<file path="src/rsdz_div.sv">
`timescale 1ns / 1ps
// ----------------------------------------------------------------------------
// rsdz_div
// Pipelined restoring divider, one quotient bit per stage. The caller
// guarantees the quotient fits in Q_W bits (NUM_W = DEN_W + Q_W).
// ----------------------------------------------------------------------------
module rsdz_div #(
    parameter int DEN_W = 31,
    parameter int Q_W   = 15,
    parameter int NUM_W = DEN_W + Q_W
) (
    input  logic             i_clk,
    input  logic             i_en,
    input  logic [NUM_W-1:0] i_num,
    input  logic [DEN_W-1:0] i_den,
    output logic [Q_W-1:0]   o_quo
);

    logic [NUM_W-1:0] r_rem [1:Q_W];
    logic [DEN_W-1:0] r_den [1:Q_W];
    logic [Q_W-1:0]   r_quo [1:Q_W];

    genvar j;
    generate
        for (j = 0; j < Q_W; j++) begin : g_stage
            logic [NUM_W-1:0] a_rem;
            logic [DEN_W-1:0] a_den;
            logic [Q_W-1:0]   a_quo;
            logic [NUM_W-1:0] w_sub;
            logic             w_ge;

            if (j == 0) begin : g_first
                assign a_rem = i_num;
                assign a_den = i_den;
                assign a_quo = '0;
            end else begin : g_next
                assign a_rem = r_rem[j];
                assign a_den = r_den[j];
                assign a_quo = r_quo[j];
            end

            // trial subtract of the divisor aligned to this quotient bit
            assign w_sub = NUM_W'({a_den, (Q_W)'(0)} >> (j + 1));
            assign w_ge  = (a_rem >= w_sub);

            always_ff @(posedge i_clk) begin
                if (i_en) begin
                    r_rem[j+1] <= w_ge ? (a_rem - w_sub) : a_rem;
                    r_den[j+1] <= a_den;
                    r_quo[j+1] <= {a_quo[Q_W-2:0], w_ge};
                end
            end
        end
    endgenerate

    assign o_quo = r_quo[Q_W];

endmodule

</file>
<file path="config.mk">
export PLATFORM = sky130hd
export DESIGN_NAME = rsdz_div
export DESIGN_NICKNAME = d
export VERILOG_FILES = /design/src/rsdz_div.sv
export SDC_FILE = /design/constraint.sdc
export NUM_CORES = 2
export LEC_CHECK = 0
export ABC_CLOCK_PERIOD_IN_PS = 6150
export BUFFER_PORTS_ARGS = -buffer_cell sky130_fd_sc_hd__buf_2
export CORE_MARGIN = 8
export CORE_UTILIZATION = 60
export CTS_CLUSTER_SIZE = 8
export DETAILED_ROUTE_END_ITERATION = 10
export HOLD_SLACK_MARGIN = 0.1
export MAX_ROUTING_LAYER = met4
export PLACE_DENSITY = 0.83
export REMOVE_ABC_BUFFERS = 1
export SLEW_MARGIN = 20
export SYNTH_ARGS = -nofsm -noshare
export SYNTH_HDL_FRONTEND = slang
export SYNTH_SLANG_ARGS = --single-unit
export TNS_END_PERCENT = 1
</file>
<file path="constraint.sdc">
create_clock -name i_clk -period 6.15 [get_ports i_clk]
set_input_delay 0.615 -clock i_clk [delete_from_list [all_inputs] [get_ports i_clk]]
set_output_delay 0.615 -clock i_clk [all_outputs]
set_load 0.02 [all_outputs]
</file>
==> metrics.cfg <==
[route]
drtIter0Drc = 2170
ant_nets = 0
vias = 45420
wire_per_inst_microns = 18.94
drc = 0
totalWireLength_mm = 146.6
vias_per_cell = 5.865
firstDrtPassIters = 9

[clock_network]
root_buffer = clkbuf_16
htreeDepth = 4
worstSkewPairLatency_ns = 0.78
clk_pin_slew_worst_paths_ns = 0.05
clk_path_buf_depth = 3
cts_tree = yes
cts-buffers-inserted = 167
cts.sink_count = 1198
holdBufCountCts = 45
cts-resized-gates = 0
postCtsSetupRepairBufs = 0

[die]
die_y_microns = 350.3
ios = 94
die_x_microns = 350.3
rows = 122
die-area_sq_mm = 0.1227
initial_core_util = 0.6052
coreArea_sq_mm = 0.1108

[synth]
synth_cell_types = 96
async_flop_share = 0
ys_top_cells_by_count = edfxtp_1, inv_1, a21oi_1
syn_avg_cell_area_sq_um = 11.11
synthTopCellsByArea = edfxtp_1, ha_1, a21oi_1
synth_most_common_cell = edfxtp_1
synth.top_cell.area_share = 0.5364
syn-instance-count = 6037
yosys_warnings = 0
yosys_most_used_dff = edfxtp_1
synth-edff-count = 1198
synth_top_area_cell = edfxtp_1
synth_seq_cells = 1198
yosysSeqAreaShare = 0.5364
syn_area_sq_mm = 0.06707

[timing]
drv_slew = 0
max_freq_ghz = 0.2235
hold_viol_final = 0
finalCritPeriodShare = 0.7275
rsz0062_at_grt = no
setup_tns_ns = 0
slew_headroom = 0.2527
finalSetupViolations = 0
worst_pin_slew_ns = 1.105
clock_skew_ns = 0.04561
worst_slack_ns = 1.676
layout_min_cycle_time_ns = 4.474
hold_ws_ns = 0.1712

[power]
p_int_mw = 22.81
switching_share = 0.3529
p_comb_frac = 0.400
p_sw_mw = 12.44
clkPwrFrac = 0.232
leakagePower_nw = 30.19
peakVddDrop_mv = 0.3247
power.density_mw_per_mm2 = 473.8
power_frac_seq = 0.369
total_power_mw = 35.25

[finish]
fin_area_sq_mm = 0.07440
area_growth_pct = 10.93
finalNonFillerCells = 7744
final_util = 0.6713
drive_gt1_frac = 0.07418
layout.nets = 6798

[worst_setup_path]
regToRegSetupSlack_ns = 1.68
worstSetupStartpoint = r_den[3][0]
path_cells = ha_1 -> inv_1 -> fa_1 -> a21o_1 -> a221oi_1 -> o31ai_1 -> o221ai_1 -> o21ai_1 -> nor2b_1 -> a31oi_1 -> o31ai_4 -> buf_12 -> nand2b_1 -> nor4_1 -> xor2_1
ff2ff_path_depth = 15
cp_slowest_stage_delay_ns = 0.46
path_class = reg -> reg
crit_required_ns = 6.64
crit_family = compound AO/OA/AOI/OAI gates
reg2reg_to = r_rem[3][88]
cp.arrival_ns = 4.97
timing.rr.start = r_den[3][0]
cp-end-kind = flop
path_buf_inv = 2
critPathMaxFanout = 57
worst_setup_path_start_kind = flop
crit_slowest_cell = nor2b_1

[worst_hold_path]
min_path_cells = 2
hp-class = in -> reg
holdPathEnd = r_rem[0][71]
hp-start = i_num[25]

[placement]
place.port_buffers = 93
dp_cells = 7513
placed_cell_area_sq_mm = 0.06932
place_congestion = 0.9808
dpl.hpwl_mm = 110.0
pre_cts_ws_ns = 1.455

[global_route]
grt_max_degree = 183
grt_use_total = 0.2451
grt_pass1_wl_mm = 235.1
grt_pass1_vias = 47320
grt_overflow = 0
antenna_found_initial = 1

[job]
max_cap_viol_count = 0

[run_status]
status = finished, final reports clean

-- power groups by stage --
stage	clock network, mW	logic [mW]	registers [mW]
after detailed placement	0	13.9	13.1
after global routing	8.64	15.7	13.2
final	8.16	14.1	13.0
after CTS	8.34	14.0	13.0
after floorplan	0	10.8	12.7
after global placement	0	13.6	13.0
-- worst register-to-register path, delay by kind of cell (launching register included) --
kind	cells	cell delay [ns]
AO/OA/AOI/OAI	7	1.87
XOR/XNOR	1	0.13
flip-flops	1	0.42
adder cells (fa/ha/maj)	2	0.43
AND/OR/NAND/NOR	3	0.95
buffers and inverters	2	0.37
-- logic make-up (layout without fill, tap and decap cells) --
kind of cell,count (synthesis),in the layout,share of synthesized area
AO/OA/AOI/OAI,1605,1605,0.1492
AND/OR/NAND/NOR,1449,1449,0.1033
flip-flops,1198,1198,0.5364
buffers and inverters,738,956,0.04237
XOR/XNOR,483,483,0.06307
adder cells (fa/ha/maj),479,479,0.09093
multiplexers,85,85,0.01483
other,0,1,0
-- sequential cells by signal, indices dropped and copies added (netlist names) --
register and count:
r_den 434, r_rem 644, r_quo 120
-- routing by layer --
layer / share of wire / global-route usage / routed length, microns / vias up
met1: 0.35 / 0.2252 / 51220 / 21330
met5: 0 / - / 0 / -
met4: 0.071 / 0.1543 / 10410 / 0
met2: 0.55 / 0.4738 / 80360 / 1198
met3: 0.032 / 0.03011 / 4646 / 504
li1: - / - / - / 22390
-- how the worst max path moves through the flow --
stage	to	slack (ns)	depth (start not counted)
final	r_rem[3][88]	1.68	15
after global routing	r_rem[2][73]	1.42	14
after CTS	r_rem[1][82]	1.63	14
after detailed placement	r_rem[0][61]	1.45	15
after global placement	r_rem[0][61]	1.50	15
after floorplan	r_rem[3][44]	0.03	10
-- cell type report --
class,instances,area (sq um)
fillers,8074,36420
flip-flops and latches,1198,35970
clock buffers,171,4237
diodes,1,2.502
inverters,593,2226
repair buffers,179,1354
clock inverters,13,352.8
well taps,1488,1862
multi-input cells,4101,28390
-- layout by cell type (no fill, tap or decap), types with 11 or more instances in the layout --
master and count:
nand3_1 96, o211ai_1 28, or4_1 12, or3_1 35, o2111ai_1 14, inv_1 592, clkbuf_16 169, buf_4 32
nor2b_1 63, edfxtp_1 1198, xor2_1 200, buf_2 92, or2_2 13, nand4_1 85, o31ai_1 27, nand3b_1 11
a211oi_1 32, nand2b_1 61, dlygate4sd3_1 45, nor2_1 427, a21o_1 273, a31o_2 12, xnor2_1 283, ha_1 465
nor4_1 46, and2_1 24, fa_1 14, o21bai_1 62, a21oi_1 587, mux2_2 74, nor3_1 75, a31oi_1 48
nand2_1 407, a21boi_0 12, o21ai_0 322, and3_1 44, o21a_1 39
No activity file was read; power rests on OpenSTA's default activity.
